[config.mk]
export PLATFORM = sky130hd
export DESIGN_NAME = jss_datapath
export DESIGN_NICKNAME = d
export VERILOG_FILES = /design/src/jss_pkg.sv /design/src/jss_datapath.sv
export SDC_FILE = /design/constraint.sdc
export NUM_CORES = 1
export LEC_CHECK = 0
export BUFFER_PORTS_ARGS = -buffer_cell sky130_fd_sc_hd__buf_2
export CORE_ASPECT_RATIO = 1.75
export CORE_MARGIN = 3
export CORE_UTILIZATION = 49
export CTS_BUF_LIST = sky130_fd_sc_hd__clkbuf_16
export DETAILED_ROUTE_END_ITERATION = 6
export PLACE_DENSITY = 0.85
export SLEW_MARGIN = 20
export SYNTH_ARGS = -nofsm -noshare
export SYNTH_HDL_FRONTEND = slang
export SYNTH_SLANG_ARGS = --single-unit
export TNS_END_PERCENT = 1
[constraint.sdc]
create_clock -name clk -period 6.5 [get_ports clk]
set_input_delay 0.975 -clock clk [delete_from_list [all_inputs] [get_ports clk]]
set_output_delay 0.975 -clock clk [all_outputs]
set_load 0.03 [all_outputs]
[src/jss_pkg.sv]
// Shared constants, register codes and structs of the stencil sweep block.
`timescale 1ns / 1ps
package jss_pkg;

    localparam int MAX_ROWS_DEF   = 1024;
    localparam int MAX_COLS_DEF   = 1024;

    localparam int DATA_W         = 32;
    localparam int CFG_W          = 11;
    localparam int CHG_W          = 31;
    localparam int SUM_W          = DATA_W + 2;
    localparam int DIFF_W         = DATA_W + 1;
    localparam int APB_W          = 32;
    localparam int APB_ADDR_W     = 4;

    // Output queue depth; keep it a power of two so the pointers wrap freely.
    localparam int OUT_FIFO_DEPTH = 8;
    localparam int PTR_W          = $clog2(OUT_FIFO_DEPTH);

    localparam logic [CFG_W-1:0] GRID_ROWS_RST = CFG_W'(1024);
    localparam logic [CFG_W-1:0] GRID_COLS_RST = CFG_W'(1024);
    localparam logic [CHG_W-1:0] START_MAX_RST = '0;
    localparam logic [CHG_W-1:0] CHG_SAT       = '1;

    typedef enum logic [1:0] {
        REG_GRID_ROWS = 2'd0,
        REG_GRID_COLS = 2'd1,
        REG_START_MAX = 2'd2
    } reg_idx_t;

    typedef struct packed {
        logic [CFG_W-1:0] grid_rows;
        logic [CFG_W-1:0] grid_cols;
        logic [CHG_W-1:0] start_max_change;
    } cfg_t;

    // One accepted sample with its four neighbours and its position flags.
    typedef struct packed {
        logic                     valid;
        logic                     interior;
        logic                     last;
        logic                     restart;
        logic signed [DATA_W-1:0] up;
        logic signed [DATA_W-1:0] left;
        logic signed [DATA_W-1:0] center;
        logic signed [DATA_W-1:0] right;
        logic signed [DATA_W-1:0] below;
    } taps_t;

    typedef struct packed {
        logic signed [DATA_W-1:0] new_value;
        logic [CHG_W-1:0]         max_change;
        logic                     last_point;
    } result_t;

endpackage

[src/jss_datapath.sv]
// Stencil average, absolute change and running maximum, two register stages.
`timescale 1ns / 1ps
module jss_datapath (
    input  logic                        clk,
    input  logic                        rst_n,
    input  jss_pkg::taps_t              taps,
    input  logic [jss_pkg::CHG_W-1:0]   start_max_change,
    output logic                        push,
    output jss_pkg::result_t            push_word
);
    import jss_pkg::*;

    logic                     s1_valid_reg, s1_valid_next;
    logic                     s1_restart_reg, s1_last_reg;
    logic signed [SUM_W-1:0]  s1_sum_reg;
    logic signed [DATA_W-1:0] s1_center_reg;

    logic                     s2_valid_reg, s2_restart_reg, s2_last_reg;
    logic signed [DATA_W-1:0] s2_q_reg;
    logic signed [DIFF_W-1:0] s2_diff_reg;

    logic signed [DATA_W-1:0] q;
    logic [DIFF_W-1:0]        mag;
    logic [CHG_W-1:0]         chg;
    logic [CHG_W-1:0]         run_max_reg, run_max_next;

    // Only interior points and the sweep-start marker travel down the pipe.
    assign s1_valid_next = taps.valid && (taps.interior || taps.restart);

    always_ff @(posedge clk or negedge rst_n)
    begin
        if (!rst_n)
        begin
            s1_valid_reg <= 1'b0;
            s2_valid_reg <= 1'b0;
            run_max_reg  <= START_MAX_RST;
        end
        else
        begin
            s1_valid_reg <= s1_valid_next;
            s2_valid_reg <= s1_valid_reg;
            run_max_reg  <= run_max_next;
        end
    end

    // Floor of sum / 4 is the arithmetic shift, the top bits of the sum.
    assign q = $signed(s1_sum_reg[SUM_W-1:2]);

    always_ff @(posedge clk)
    begin
        s1_restart_reg <= taps.restart;
        s1_last_reg    <= taps.last;
        s1_sum_reg     <= SUM_W'(taps.up) + SUM_W'(taps.left)
                        + SUM_W'(taps.right) + SUM_W'(taps.below);
        s1_center_reg  <= taps.center;

        s2_restart_reg <= s1_restart_reg;
        s2_last_reg    <= s1_last_reg;
        s2_q_reg       <= q;
        s2_diff_reg    <= DIFF_W'(q) - DIFF_W'(s1_center_reg);
    end

    // Magnitude of the change, saturated to the field.
    assign mag = s2_diff_reg[DIFF_W-1] ? DIFF_W'(-s2_diff_reg) : DIFF_W'(s2_diff_reg);
    assign chg = (|mag[DIFF_W-1:CHG_W]) ? CHG_SAT : mag[CHG_W-1:0];

    always_comb
    begin
        run_max_next = run_max_reg;
        if (s2_valid_reg)
        begin
            if (s2_restart_reg)
                run_max_next = start_max_change;
            else if (chg > run_max_reg)
                run_max_next = chg;
        end
    end

    assign push                 = s2_valid_reg && !s2_restart_reg;
    assign push_word.new_value  = s2_q_reg;
    assign push_word.max_change = run_max_next;
    assign push_word.last_point = s2_last_reg;

endmodule

==> out/metrics.cfg <==
[finish]
largest_register_ff_count = 33
multi_input_area_um2 = 7000
drive_above_1_share_pct = 32.3
regArea_um2 = 3490
mostFrequentLayoutCells = buf_2 (230), dfxtp_1 (132), inv_1 (100), ha_1 (92), buf_4 (73)
diodes = 0
final_area_um2 = 14100
nFillCells = 1659
instances_no_fill = 1711
area_delta_synth_final_pct = 31.6
final_common_cell = buf_2
nets = 1768

[hold_path]
hold_path.class = flop to flop
holdPathStages = 0

[logic_synthesis]
synth-compound-area-share_pct = 18.8
avgSynthCellArea_um2 = 9.97
synth_adder_area_share_pct = 23.5
synth_cell_types = 66
ys.warnings.count = 0
yosysSeqAreaShare_pct = 32.6
synthCells = 1073
synth_xor_area_share_pct = 6.63
synthMuxAreaShare_pct = 0.105
yosysTopAreaCellShare_pct = 24.9
synth_seq_cells = 166
syn-num-nets = 1431
synthTopCellsByArea = dfxtp_1 (25%), fa_1 (12%), ha_1 (11%)
yosysTopAreaCell = dfxtp_1
yosys.area_share.simple_pct = 13.6
netlist_area_um2 = 10700
synth_edf_count = 0
async_flop_share_pct = 19.9
synth_top_family_by_area = adder cells
synthFlopType = dfxtp_1

[timing]
rsz0062_at_grt = yes
fmax_mhz = 145
slew_headroom_pct = 36.6
fin_crit_sh_pct = 106
hold_ws_ns = 0.330
fin_crit_ns = 6.87
finalHoldViolCount = 0
slew_viol_final = 0
layout_setup_ws_ns = -0.374
fin_skew_ns = 0.00724
setup_viol = 31
tightestPinTransition_ns = 0.927

[place]
io_buffers = 261
dp_hpwl_mm = 21.5
place_area_um2 = 12800
gp_congestion = 0.930
dp.cells = 1643

[floorplanning]
fp.dieH_um = 201
die_w_um = 118
core_um2 = 21200
rows = 70
io_pins = 262
dieArea_um2 = 23700
initial_core_util_pct = 50.5

[route]
wl_per_cell_um = 16.2
wl_mm = 27.6
drc = 0
initialDrtViolationCount = 366
final_antenna_net_count = 0
viasPerCell = 5.34
first_pass_iters = 4
vias = 9145

[grt]
grt_max_degree = 43
grt_pass1_wl_mm = 45.5
grt_use_total_pct = 23.2
gr-total-overflow = 0
grt_pass1_vias = 9893
antenna_found_initial = 0

[worst_setup_path]
worstSetupEndpointType = primary output
crit_path_cell_trace = or3_4, or4_4, or3_4, or4_4, or3_4, o311ai_4, buf_6, buf_12, buf_4, buf_4, nand2_4, ha_1, nand4_1, nor2_2, o31ai_1, a21oi_1, or4b_4, nand2_8, buf_12, a21oi_4, buf_12, a2bb2oi_2, buf_6
r2r_cells = 23
setup.worst_path.class = flop to primary output
crit_path_start_kind = flop
cp_max_fo = 16
required_ns = 5.52
slowest_stage = or4_4
cpPeakStageDelay_ns = 0.49
cp.arrival_ns = 5.90

[power_and_ir_drop]
p_leak_nw = 6.71
power_w = 0.00822
power_density_nw_per_um2 = 584
ir_drop_v = 0.000316

[clock_tree]
insertion_delay_ns = 0.42
cts_buffers = 17
clock_path_buffers = 2
cts.sinks = 166
cts_tree = built
htree_levels = 4
clk_pin_slew_ns = 0.06
clockRootBuffer = clkbuf_16

[status]
violations = setup timing
outcome = finished with violations

[job]
maxCapViolCount = 0

stage by stage:
| stage | worst slack [ns] | utilization, % | setup TNS (ns) |
|---|---|---|---|
| finish | -0.374 | 66.4 | -10.34 |
| global route | -0.622 | 66.4 | -17.90 |
| CTS | -0.378 | 65.7 | -11.28 |
| detailed placement | -0.216 | 60.6 | -5.55 |
| global placement | -0.114 | 60.6 | -2.43 |
| floorplan | -0.0654 | - | -1.53 |
where the power goes:
| part | switching (W) | leakage [nW] | internal, W |
|---|---|---|---|
| Combinational | 0.00290 | 4.95 | 0.00260 |
| Clock | 0.000406 | 0.281 | 0.000560 |
| Sequential | 0.000283 | 1.48 | 0.00147 |
repair_timing:
item / CTS / global route
gates resized for setup: 71 / 15
pin swaps: 18 / 10
setup endpoints to repair: 31 / 31
setup buffers: 29 / 5
gates cloned: 1 / 1
hold buffers: 0 / 0
cell usage after synthesis, drive strengths merged (14+ instances only):
master,number
a21o,37
a21oi,65
a2bb2oi,29
clkbuf,23
dfrtp,33
dfxtp,133
fa,66
ha,95
inv,98
nand2,67
nand2b,42
nand4,14
nor2,51
o21ai,43
o31ai,43
xnor2,38
xor2,43
per-layer routing:
| layer | vias up | wire [um] | GRT usage, % |
|---|---|---|---|
| li1 | 4452 | - | - |
| met1 | 4331 | 9920 | 23.2 |
| met2 | 289 | 15600 | 46.1 |
| met3 | 73 | 1120 | 3.52 |
| met4 | 0 | 1030 | 10.3 |
| met5 | - | 0 | 0 |
cells by family after synthesis:
family	after synthesis
AO/OA/AOI/OAI	286
AND/OR/NAND/NOR	252
flip-flops	166
adder cells (fa/ha/maj)	161
buffers and inverters	126
XOR/XNOR	81
multiplexers	1
path summary, 6_finish.rpt:
check / from / to / slack (ns)
worst max-delay path: s2_diff_reg[0]$_DFF_P_ / push_word[20] / -0.37
worst min-delay path: s1_restart_reg$_DFF_P_ / s2_restart_reg$_DFF_P_ / 0.33
worst max register to register: s2_diff_reg[0]$_DFF_P_ / run_max_reg[25]$_DFF_PN0_ / 0.98
worst min register to register: s1_restart_reg$_DFF_P_ / s2_restart_reg$_DFF_P_ / 0.33
max in group asynchronous: rst_n / run_max_reg[28]$_DFF_PN0_ / 5.38
min in group asynchronous: rst_n / run_max_reg[3]$_DFF_PN0_ / 0.63
layout make-up:
cell class | count | area share, %
Multi-Input combinational cell | 781 | 49.7
Sequential cell | 166 | 24.8
Timing Repair Buffer | 346 | 16.3
Clock buffer | 17 | 3.02
Inverter | 98 | 2.61
Tap cell | 288 | 2.56
Clock inverter | 15 | 0.986
worst max-delay path: cells and delay by family, from the launching register on:
kind | cells | cell delay [ns]
adder cells (fa/ha/maj) | 1 | 0.31
AO/OA/AOI/OAI | 5 | 0.98
buffers and inverters | 7 | 1.12
flip-flops | 1 | 0.31
AND/OR/NAND/NOR | 10 | 2.73
Note: power is estimated with default switching activity, not from simulation.
