[src/jss_pkg.sv]
// Shared constants, register codes and structs of the stencil sweep block.
`timescale 1ns / 1ps
package jss_pkg;

    localparam int MAX_ROWS_DEF   = 1024;
    localparam int MAX_COLS_DEF   = 1024;

    localparam int DATA_W         = 32;
    localparam int CFG_W          = 11;
    localparam int CHG_W          = 31;
    localparam int SUM_W          = DATA_W + 2;
    localparam int DIFF_W         = DATA_W + 1;
    localparam int APB_W          = 32;
    localparam int APB_ADDR_W     = 4;

    // Output queue depth; keep it a power of two so the pointers wrap freely.
    localparam int OUT_FIFO_DEPTH = 8;
    localparam int PTR_W          = $clog2(OUT_FIFO_DEPTH);

    localparam logic [CFG_W-1:0] GRID_ROWS_RST = CFG_W'(1024);
    localparam logic [CFG_W-1:0] GRID_COLS_RST = CFG_W'(1024);
    localparam logic [CHG_W-1:0] START_MAX_RST = '0;
    localparam logic [CHG_W-1:0] CHG_SAT       = '1;

    typedef enum logic [1:0] {
        REG_GRID_ROWS = 2'd0,
        REG_GRID_COLS = 2'd1,
        REG_START_MAX = 2'd2
    } reg_idx_t;

    typedef struct packed {
        logic [CFG_W-1:0] grid_rows;
        logic [CFG_W-1:0] grid_cols;
        logic [CHG_W-1:0] start_max_change;
    } cfg_t;

    // One accepted sample with its four neighbours and its position flags.
    typedef struct packed {
        logic                     valid;
        logic                     interior;
        logic                     last;
        logic                     restart;
        logic signed [DATA_W-1:0] up;
        logic signed [DATA_W-1:0] left;
        logic signed [DATA_W-1:0] center;
        logic signed [DATA_W-1:0] right;
        logic signed [DATA_W-1:0] below;
    } taps_t;

    typedef struct packed {
        logic signed [DATA_W-1:0] new_value;
        logic [CHG_W-1:0]         max_change;
        logic                     last_point;
    } result_t;

endpackage

[src/jss_out_fifo.sv]
// Output queue with credit count: a slot is booked when an interior point enters.
`timescale 1ns / 1ps
module jss_out_fifo (
    input  logic             clk,
    input  logic             rst_n,
    input  logic             reserve,
    input  logic             push,
    input  jss_pkg::result_t push_word,
    input  logic             pop,
    output logic             can_take,
    output logic             out_valid,
    output jss_pkg::result_t out_word
);
    import jss_pkg::*;

    result_t          fifo_mem [OUT_FIFO_DEPTH];
    logic [PTR_W-1:0] wr_ptr_reg, wr_ptr_next;
    logic [PTR_W-1:0] rd_ptr_reg, rd_ptr_next;
    logic [PTR_W:0]   count_reg, count_next;
    logic [PTR_W:0]   credit_reg, credit_next;

    always_comb
    begin
        wr_ptr_next = push ? wr_ptr_reg + PTR_W'(1) : wr_ptr_reg;
        rd_ptr_next = pop ? rd_ptr_reg + PTR_W'(1) : rd_ptr_reg;

        case ({push, pop})
            2'b10:   count_next = count_reg + (PTR_W + 1)'(1);
            2'b01:   count_next = count_reg - (PTR_W + 1)'(1);
            default: count_next = count_reg;
        endcase

        case ({reserve, pop})
            2'b10:   credit_next = credit_reg + (PTR_W + 1)'(1);
            2'b01:   credit_next = credit_reg - (PTR_W + 1)'(1);
            default: credit_next = credit_reg;
        endcase
    end

    always_ff @(posedge clk or negedge rst_n)
    begin
        if (!rst_n)
        begin
            wr_ptr_reg <= '0;
            rd_ptr_reg <= '0;
            count_reg  <= '0;
            credit_reg <= '0;
        end
        else
        begin
            wr_ptr_reg <= wr_ptr_next;
            rd_ptr_reg <= rd_ptr_next;
            count_reg  <= count_next;
            credit_reg <= credit_next;
        end
    end

    always_ff @(posedge clk)
    begin
        if (push)
            fifo_mem[wr_ptr_reg] <= push_word;
    end

    assign can_take  = (credit_reg < (PTR_W + 1)'(OUT_FIFO_DEPTH));
    assign out_valid = (count_reg != '0);
    assign out_word  = fifo_mem[rd_ptr_reg];

endmodule

[config.mk]
export PLATFORM = sky130hd
export DESIGN_NAME = jss_out_fifo
export DESIGN_NICKNAME = d
export VERILOG_FILES = /design/src/jss_pkg.sv /design/src/jss_out_fifo.sv
export SDC_FILE = /design/constraint.sdc
export NUM_CORES = 1
export LEC_CHECK = 0
export ABC_CLOCK_PERIOD_IN_PS = 7700
export BUFFER_PORTS_ARGS = -buffer_cell sky130_fd_sc_hd__buf_4
export CAP_MARGIN = 40
export CORE_MARGIN = 2
export CORE_UTILIZATION = 55
export CTS_CLUSTER_SIZE = 12
export DETAILED_ROUTE_END_ITERATION = 6
export PLACE_DENSITY = 0.73
export SETUP_SLACK_MARGIN = 0.05
export SYNTH_ARGS = -nofsm -noshare
export SYNTH_HDL_FRONTEND = slang
export SYNTH_SLANG_ARGS = --single-unit
[constraint.sdc]
create_clock -name clk -period 7.7 [get_ports clk]
set_input_delay 0.77 -clock clk [delete_from_list [all_inputs] [get_ports clk]]
set_output_delay 0.77 -clock clk [all_outputs]
set_load 0.005 [all_outputs]
==> results by group, run 1 <==
Critical path
  • CP dominant cell by count: buf_4
  • Arrival time at the worst endpoint: around 3200 ps
  • Crit end category: output port
  • Crit-path max FO: 42
  • Critical Path RT: roughly 6900 ps
  • Crit path depth: 5
  • R2R Path Start: wr_ptr_reg[1]
  • CP endpoint: out_word[44]
  • CP Launch Type: register
  • RR Endpoint: fifo_mem[5][47]
  • Path depth of the worst reg2reg path: 4
  • CP top delay family: flip-flops
  • Crit path buf inv count: 3
  • CP peak stage delay: between 900 and 1000 ps
  • Worst-path cell chain: buf_4 -> buf_16 -> mux4_2 -> mux2_2 -> buf_4
  • CP Launch Point: rd_ptr_reg[0]
  • Critical-path top delay cell: dfrtp_4
  • Worst setup path category: register to output port
  • R2R Setup Slk: around 5500 ps

Timing
  • Hold WS: roughly 61 ps
  • Slew Limit Headroom: 0.471
  • Fmax: around 250 MHz
  • Worst Setup Slack, final: ~3700 ps
  • Worst Max-Slew Pin Slew: between 700 and 800 ps
  • Clock Skews: approximately 17 ps
  • Period utilization: 0.519
  • Total Negative Setup Slacks: 0 ps
  • RSZ-0062 raised after global routing: false
  • Final Hold Viols: 0
  • Final setup fails: 0
  • Slew Limit Fails: 0
  • Minimum clock period: about 4000 ps

Routing
  • Drc violations: 0
  • DR vias: a little under 9000
  • First-pass DRT Iterations: 5
  • WL final: roughly 37000 µm
  • Vias/cell: between 5 and 6
  • DR iter-0 viols: 537
  • Post-route ant nets: 0
  • Avg WL per Cell: approximately 25 µm

CTS
  • Clk root buf: clkbuf_16
  • Clk slew on worst S/H paths: 60 ps
  • CTS Hold Buffers Added: 0
  • Clock latency on the worst-skew pair: 560 ps
  • Post-CTS resize count: 0
  • CTS buffer count: 52
  • CTS H-Tree Depth: 2
  • Post-CTS Setup Bufs: 0
  • CTS tree: built
  • CTS sink count: between 500 and 600
  • CTS Buffer Depth: 3

GRT
  • Pin count of the biggest net entering global routing: 50
  • Antenna violations before repair: 0
  • Gr usage total: 0.199
  • Overflow after GRT: 0
  • First-pass GRT wire length: roughly 56000 µm
  • Number of global-route vias before repair: 9261

Flow run
  • Max_cap viols: 0

Cells and area
  • ANT cells: 0
  • Final instance area: around 0.023 mm²
  • FF/Latch Area: between 0.015 and 0.02 mm²
  • Multi-input gate area: 0.00410 mm²
  • Leading cell type in the layout, fill and taps excluded: edfxtp_1
  • Most frequent cells in the layout: 512 x edfxtp_1, 148 x buf_4, 128 x mux4_2
  • Fill cells: 2289
  • Final core utilization: 0.654
  • Number of flip-flops in the largest register: 512
  • Nets@finish: roughly 1100
  • Share of cells above drive strength 1: 0.414
  • P&R area growth vs syn: 16.6%
  • Post-Layout Cell Count: between 1000 and 1500

Place
  • Dpl cell area: 0.0218 mm²
  • Pre-CTS setup slack: 4200 ps
  • RD Place Congestion: ~0.70
  • Dpl cells: around 1400
  • Post-detail-place hpwl: roughly 20000 µm
  • # port buffers: 134

Floorplanning
  • Die Y: ~200 µm
  • Row cnt: about 70
  • Die Width: between 150 and 200 µm
  • IO Pins: between 100 and 150
  • Core area: between 0.03 and 0.04 mm²
  • Initial core utilization: 0.561
  • Die area: about 0.038 mm²

Power
  • Leak: roughly 7.7 nW
  • Pwr dens: 372 mW/mm²
  • VDD IR max: approximately 0.24 mV
  • Tot Pwr: ~8.7 mW

Synth
  • Syn_nets: 893
  • Yosys cell types: 26
  • Cell Area, Synth: 0.0200 mm²
  • Mapped Cells: 816
  • Syn. warnings: 0
  • Post-synthesis average cell area: 24.5 µm²
  • Seq/Total Area, Yosys: 0.786
  • Synthesized flop and latch total: 526

Worst hold path
  • Hold crit path type: primary input to async pin

Status
  • Status: complete, no violations
[final cells by class]
cell class / instances / share of cell area
Clock buffer: 74 / 0.0612
Clock inverter: 11 / 0.00247
Inverter: 3 / 0.000483
Multi-Input combinational cell: 252 / 0.176
Sequential cell: 526 / 0.675
Tap cell: 461 / 0.0247
Timing Repair Buffer: 160 / 0.0605
[worst reg2reg max path, stage by stage (launching register included)]
cell      delay [ps]
dfrtp_1          400
nand2b_1         310
nor2_4           420
buf_4            500
buf_16           290
[how the worst min path moves through the flow]
| stage | startpoint | to | slack (ps) |
|---|---|---|---|
| 5_1_grt | rst_n | credit_reg[2] | 60 |
| 6_report | rst_n | credit_reg[2] | 60 |
| 3_5_place_dp | count_reg[3] | count_reg[3] | 450 |
| 2_1_floorplan | count_reg[3] | count_reg[3] | 430 |
| 3_3_place_gp | count_reg[3] | count_reg[3] | 450 |
| 4_1_cts | rst_n | credit_reg[2] | 50 |
[synth_stat cells]
library cell	number	area, µm²
a211o_1	1	8.76
a21oi_1	4	20.0
a31oi_1	1	6.26
buf_1	10	37.5
buf_2	3	15.0
buf_4	2	15.0
buf_6	11	124
clkbuf_1	9	33.8
dfrtp_1	14	350
edfxtp_1	512	15400
ha_1	8	100
inv_1	3	11.3
mux2_2	68	766
mux4_2	128	2880
nand2_1	5	18.8
nand2b_1	3	18.8
nand3_1	1	5.00
nor2_1	8	30.0
nor2b_1	4	25.0
nor3_1	3	15.0
o21ai_0	1	5.00
o32ai_1	1	8.76
or3_1	1	6.26
or4_1	1	7.51
xnor2_1	5	43.8
xor2_1	9	78.8
[power breakdown]
part / internal [mW] / total (mW) / switching [mW]
Sequential: 3.60 / 3.80 / 0.195
Clock: 1.27 / 2.23 / 0.962
Combinational: 1.47 / 2.64 / 1.17
[cells by family after synthesis]
logic type               count (synthesis)  share of synthesized area
buffers and inverters                   38                     0.0118
flip-flops                             526                      0.786
multiplexers                           196                      0.182
adder cells (fa/ha/maj)                  8                    0.00500
AND/OR/NAND/NOR                         26                    0.00632
XOR/XNOR                                14                    0.00613
AO/OA/AOI/OAI                            8                    0.00244
[metal layers]
metal	global-route usage	wire length [µm]	vias up
met4	0.0506	604	0
li1	-	-	3822
met2	0.340	19100	234
met3	0.0408	2160	43
met5	0	0	-
met1	0.264	14800	4651
Power figures use the tool's default switching activity.
==> run 2, diff against run 1 <==
- ABC_CLOCK_PERIOD_IN_PS: 7700 -> 3300
- CORE_UTILIZATION: 55 -> 54
- PLACE_DENSITY: 0.73 -> 0.74
- clock period: 7.7 -> 3.3 ns (I/O delays scaled with it)
==> results by group, run 2 (synthesis results as in run 1) <==
Status
  • Status: complete, no violations

Place
  • # port buffers: 134
  • RD Place Congestion: 0.717
  • Post-detail-place hpwl: 19100 µm
  • Dpl cells: between 1000 and 1500
  • Pre-CTS setup slack: between 800 and 900 ps

Timing
  • Fmax: approximately 340 MHz
  • Total Negative Setup Slacks: 0 ps
  • Minimum clock period: 2940 ps
  • Worst Setup Slack, final: ~360 ps
  • Period utilization: 0.891
  • Final setup fails: 0
  • Slew Limit Headroom: 0.449
  • Clock Skews: between 15 and 20 ps
  • Worst Max-Slew Pin Slew: 827 ps
  • Slew Limit Fails: 0
  • Final Hold Viols: 0
  • RSZ-0062 raised after global routing: false

Critical path
  • Arrival time at the worst endpoint: roughly 2600 ps
  • R2R Setup Slk: between 1000 and 1500 ps
  • CP Launch Type: register
  • Path depth of the worst reg2reg path: 3
  • Crit-path max FO: 48
  • R2R Path Start: wr_ptr_reg[0]
  • Crit end category: output port
  • RR Endpoint: fifo_mem[1][33]
  • Critical Path RT: roughly 3000 ps
  • Worst setup path category: register to output port

Cells and area
  • Share of cells above drive strength 1: 0.390
  • Post-Layout Cell Count: about 1600
  • Final core utilization: 0.654
  • Most frequent cells in the layout: 512 x edfxtp_1, 149 x buf_4, 128 x mux4_2
  • Leading cell type in the layout, fill and taps excluded: edfxtp_1
  • Number of flip-flops in the largest register: about 510
  • Nets@finish: 1135
  • P&R area growth vs syn: 19.4%

CTS
  • Clk root buf: clkbuf_16
  • CTS sink count: roughly 530
  • Post-CTS resize count: 0
  • CTS tree: built
  • Clock latency on the worst-skew pair: roughly 560 ps
  • CTS buffer count: 52
  • CTS Buffer Depth: 3
  • Post-CTS Setup Bufs: 0
  • Clk slew on worst S/H paths: about 60 ps
  • CTS H-Tree Depth: 2
  • CTS Hold Buffers Added: 65

Power
  • Tot Pwr: a little over 20 mW
  • Pwr dens: approximately 850 mW/mm²
  • Clock share of power: 0.260
  • Power share of the combinational group: 0.301
  • Leak: a little under 8 nW
  • Internal: between 10 and 15 mW
  • Sw Share: 0.266
  • Switch Pwr: 5.41 mW
  • VDD IR max: about 0.65 mV
  • Sequential Power Share: 0.439

Routing
  • Drc violations: 0
  • Post-route ant nets: 0
  • DR iter-0 viols: between 500 and 600
  • DR vias: about 9000
  • First-pass DRT Iterations: 7
  • Avg WL per Cell: approximately 24 µm
  • WL final: 36800 µm
  • Vias/cell: around 5.8

GRT
  • Number of global-route vias before repair: 9555
  • Pin count of the biggest net entering global routing: 58
  • First-pass GRT wire length: roughly 56000 µm
  • Antenna violations before repair: 2
  • Gr usage total: 0.196
  • Overflow after GRT: 0

Floorplanning
  • Die area: roughly 0.039 mm²
  • Die Width: just under 200 µm
  • IO Pins: ~140
  • Row cnt: 70
  • Initial core utilization: 0.548
  • Core area: roughly 0.037 mm²
  • Die Y: between 150 and 200 µm

Flow run
  • Max_cap viols: 0

Worst hold path
  • Hold path startpoint: push_word[1]
  • Hold Path Stages: 1
  • Hold endpoint: fifo_mem[5][1]
  • Hold crit path type: primary input to register
-- run 2: worst max-delay path, stage by stage, from the launching register on --
cell,delay [ps]
dfrtp_4,640
buf_12,400
mux4_2,560
mux2_2,290
buf_4,140
-- run 2: per-stage QoR --
stage          instance area [µm²]  hold slack (ps)
2_1_floorplan                20000             34.4
3_3_place_gp                 21700              195
3_5_place_dp                 21700              200
4_1_cts                      23900             9.25
5_1_grt                      23900             19.8
6_report                     23900             25.6
-- run 2: power groups by stage --
| stage | Clock [mW] | Sequential (mW) | Combinational, mW |
|---|---|---|---|
| after floorplan | 0 | 8.80 | 4.03 |
| after global placement | 0 | 9.04 | 6.13 |
| after detailed placement | 0 | 9.10 | 6.17 |
| after CTS | 5.41 | 8.96 | 6.27 |
| after global routing | 5.66 | 9.04 | 6.61 |
| final | 5.29 | 8.94 | 6.11 |
-- run 2: per-layer routing --
metal / up-vias / global-route usage / share of wire
met5: - / 0 / 0
met4: 0 / 0.0455 / 0.015
met3: 51 / 0.0388 / 0.060
met2: 253 / 0.330 / 0.50
met1: 4730 / 0.268 / 0.42
li1: 3941 / - / -
-- run 2: cell type report --
cell class,instances,area (µm²)
Sequential cell,526,15700
Fill cell,2338,12600
Multi-Input combinational cell,252,4110
Timing Repair Buffer,223,1950
Clock buffer,71,1400
Tap cell,468,586
Clock inverter,9,88.8
Inverter,3,11.3
Antenna cell,2,5.00
-- run 2: worst max-delay path by stage --
stage / to / slack, ps / startpoint
finish: out_word[21] / 360 / rd_ptr_reg[0]
global route: out_word[21] / 210 / rd_ptr_reg[0]
CTS: out_word[21] / 280 / rd_ptr_reg[0]
floorplan: fifo_mem[1][0] / -490 / wr_ptr_reg[2]
global placement: out_word[33] / 910 / rd_ptr_reg[0]
detailed placement: out_word[21] / 880 / rd_ptr_reg[0]
==> run 3, diff against run 2 <==
==> constraint.sdc (replaced) <==
create_clock -name clk -period 3.3 [get_ports clk]
set_input_delay 0.66 -clock clk [delete_from_list [all_inputs] [get_ports clk]]
set_output_delay 0.66 -clock clk [all_outputs]
set_load 0.005 [all_outputs]
==> results by group, run 3 (synthesis results as in run 1) <==
Status
  • Status: complete, no violations

Routing
  • WL final: ~37000 µm
  • DR iter-0 viols: slightly below 500
  • First-pass DRT Iterations: 5
  • Vias/cell: a little under 6
  • Avg WL per Cell: between 20 and 25 µm
  • Drc violations: 0
  • Post-route ant nets: 0
  • DR vias: approximately 8700

CTS
  • Clk slew on worst S/H paths: 60 ps
  • Post-CTS resize count: 0
  • CTS H-Tree Depth: 2
  • CTS Buffer Depth: 3
  • Clock latency on the worst-skew pair: just under 600 ps
  • Post-CTS Setup Bufs: 0
  • CTS tree: built
  • CTS sink count: 526
  • Clk root buf: clkbuf_16
  • CTS buffer count: 53

Critical path
  • Crit path depth: 4
  • Crit end category: output port
  • Critical Path RT: about 2600 ps
  • CP Launch Type: register
  • Worst setup path category: register to output port
  • Arrival time at the worst endpoint: approximately 2500 ps
  • Critical-path top delay cell: mux4_2
  • Worst-path cell chain: buf_12 -> mux4_2 -> mux2_2 -> buf_4
  • CP top delay family: multiplexers
  • Path depth of the worst reg2reg path: 3
  • CP peak stage delay: 560 ps
  • Crit path buf inv count: 2
  • Crit-path max FO: 50

Floorplanning
  • Die Y: ~200 µm
  • IO Pins: between 100 and 150
  • Row cnt: 70
  • Initial core utilization: 0.548
  • Die Width: 196 µm
  • Die area: roughly 0.039 mm²
  • Core area: about 0.037 mm²

GRT
  • Overflow after GRT: 0
  • First-pass GRT wire length: approximately 56000 µm
  • Number of global-route vias before repair: 9340
  • Met1 GRT Util: 0.263
  • Grt met3 use: 0.0481
  • Pin count of the biggest net entering global routing: 81
  • Gr usage total: 0.199
  • Antenna violations before repair: 2
  • Most crowded layer after global routing: met2
  • Met2 Use GR: 0.331

Timing
  • Period utilization: 0.943
  • Worst Setup Slack, final: around 190 ps
  • Worst Max-Slew Pin Slew: 644 ps
  • Clock Skews: between 10 and 15 ps
  • Fmax: approximately 320 MHz
  • Minimum clock period: between 3000 and 4000 ps
  • Slew Limit Fails: 0
  • Slew Limit Headroom: 0.570
  • Final setup fails: 0
  • Final Hold Viols: 0
  • RSZ-0062 raised after global routing: false

Cells and area
  • Final core utilization: 0.639
  • Multi-input gate area: between 0.004 and 0.005 mm²
  • Leading cell type in the layout, fill and taps excluded: edfxtp_1
  • Number of flip-flops in the largest register: 512
  • Nets@finish: about 1100
  • FF/Latch Area: approximately 0.016 mm²
  • Most frequent cells in the layout: 512 x edfxtp_1, 144 x buf_4, 128 x mux4_2
  • Fill cells: around 2400
  • P&R area growth vs syn: 16.6%
  • Share of cells above drive strength 1: 0.415
  • Final instance area: ~0.023 mm²

Power
  • Internal: between 10 and 15 mW
  • Tot Pwr: a little over 20 mW
  • Leak: 7.64 nW
  • Switch Pwr: ~5.5 mW
  • Sw Share: 0.271
  • Clock share of power: 0.263
  • VDD IR max: about 0.63 mV
  • Power share of the combinational group: 0.305
  • Sequential Power Share: 0.431
  • Pwr dens: roughly 870 mW/mm²

Place
  • Post-detail-place hpwl: 19600 µm
  • RD Place Congestion: 0.695
  • # port buffers: ~130
  • Pre-CTS setup slack: ~800 ps
  • Dpl cell area: about 0.022 mm²

Worst hold path
  • Hold crit path type: primary input to register
  • Hold Path Stages: 1

Flow run
  • Max_cap viols: 0
## run 3: area by class of cell
class,count,share of cell area
Inverter,3,0.000483
Antenna cell,1,0.000107
Clock buffer,71,0.0602
Tap cell,468,0.0251
Clock inverter,15,0.00510
Multi-Input combinational cell,252,0.176
Timing Repair Buffer,158,0.0579
Sequential cell,526,0.675
## run 3: worst paths after layout
check	from	end	slack [ps]
hold reg to reg	count_reg[3]	count_reg[3]	460
hold / removal	push_word[55]	fifo_mem[0][55]	290
setup reg to reg	wr_ptr_reg[1]	fifo_mem[4][33]	1350
min in group asynchronous	rst_n	credit_reg[1]	460
max in group asynchronous	rst_n	rd_ptr_reg[2]	2640
setup / recovery	rd_ptr_reg[0]	out_word[18]	190
## run 3: power by group through the flow
stage / Clock (mW) / Combinational, mW / Sequential (mW)
5_1_grt: 5.72 / 6.70 / 8.87
2_1_floorplan: 0 / 4.03 / 8.80
6_report: 5.36 / 6.22 / 8.79
3_5_place_dp: 0 / 6.34 / 8.94
4_1_cts: 5.50 / 6.39 / 8.81
3_3_place_gp: 0 / 6.30 / 8.88
## run 3: layer usage
metal	up-vias	share of wire
met5	-	0.00041
met4	2	0.022
met3	61	0.066
met1	4578	0.41
li1	3824	-
met2	236	0.50
## run 3: timing repair
action	CTS	global route
hold buffers	1	0
hold endpoints to repair	14	0
setup endpoints to repair	0	0
## run 3: stage by stage
step | hold slack, ps | cells | setup TNS (ps)
2_1_floorplan | 364 | 816 | -260320
3_3_place_gp | 450 | 1406 | 0
3_5_place_dp | 451 | 1406 | 0
4_1_cts | 261 | 1493 | 0
5_1_grt | 274 | 1493 | 0
6_report | 295 | 1494 | 0
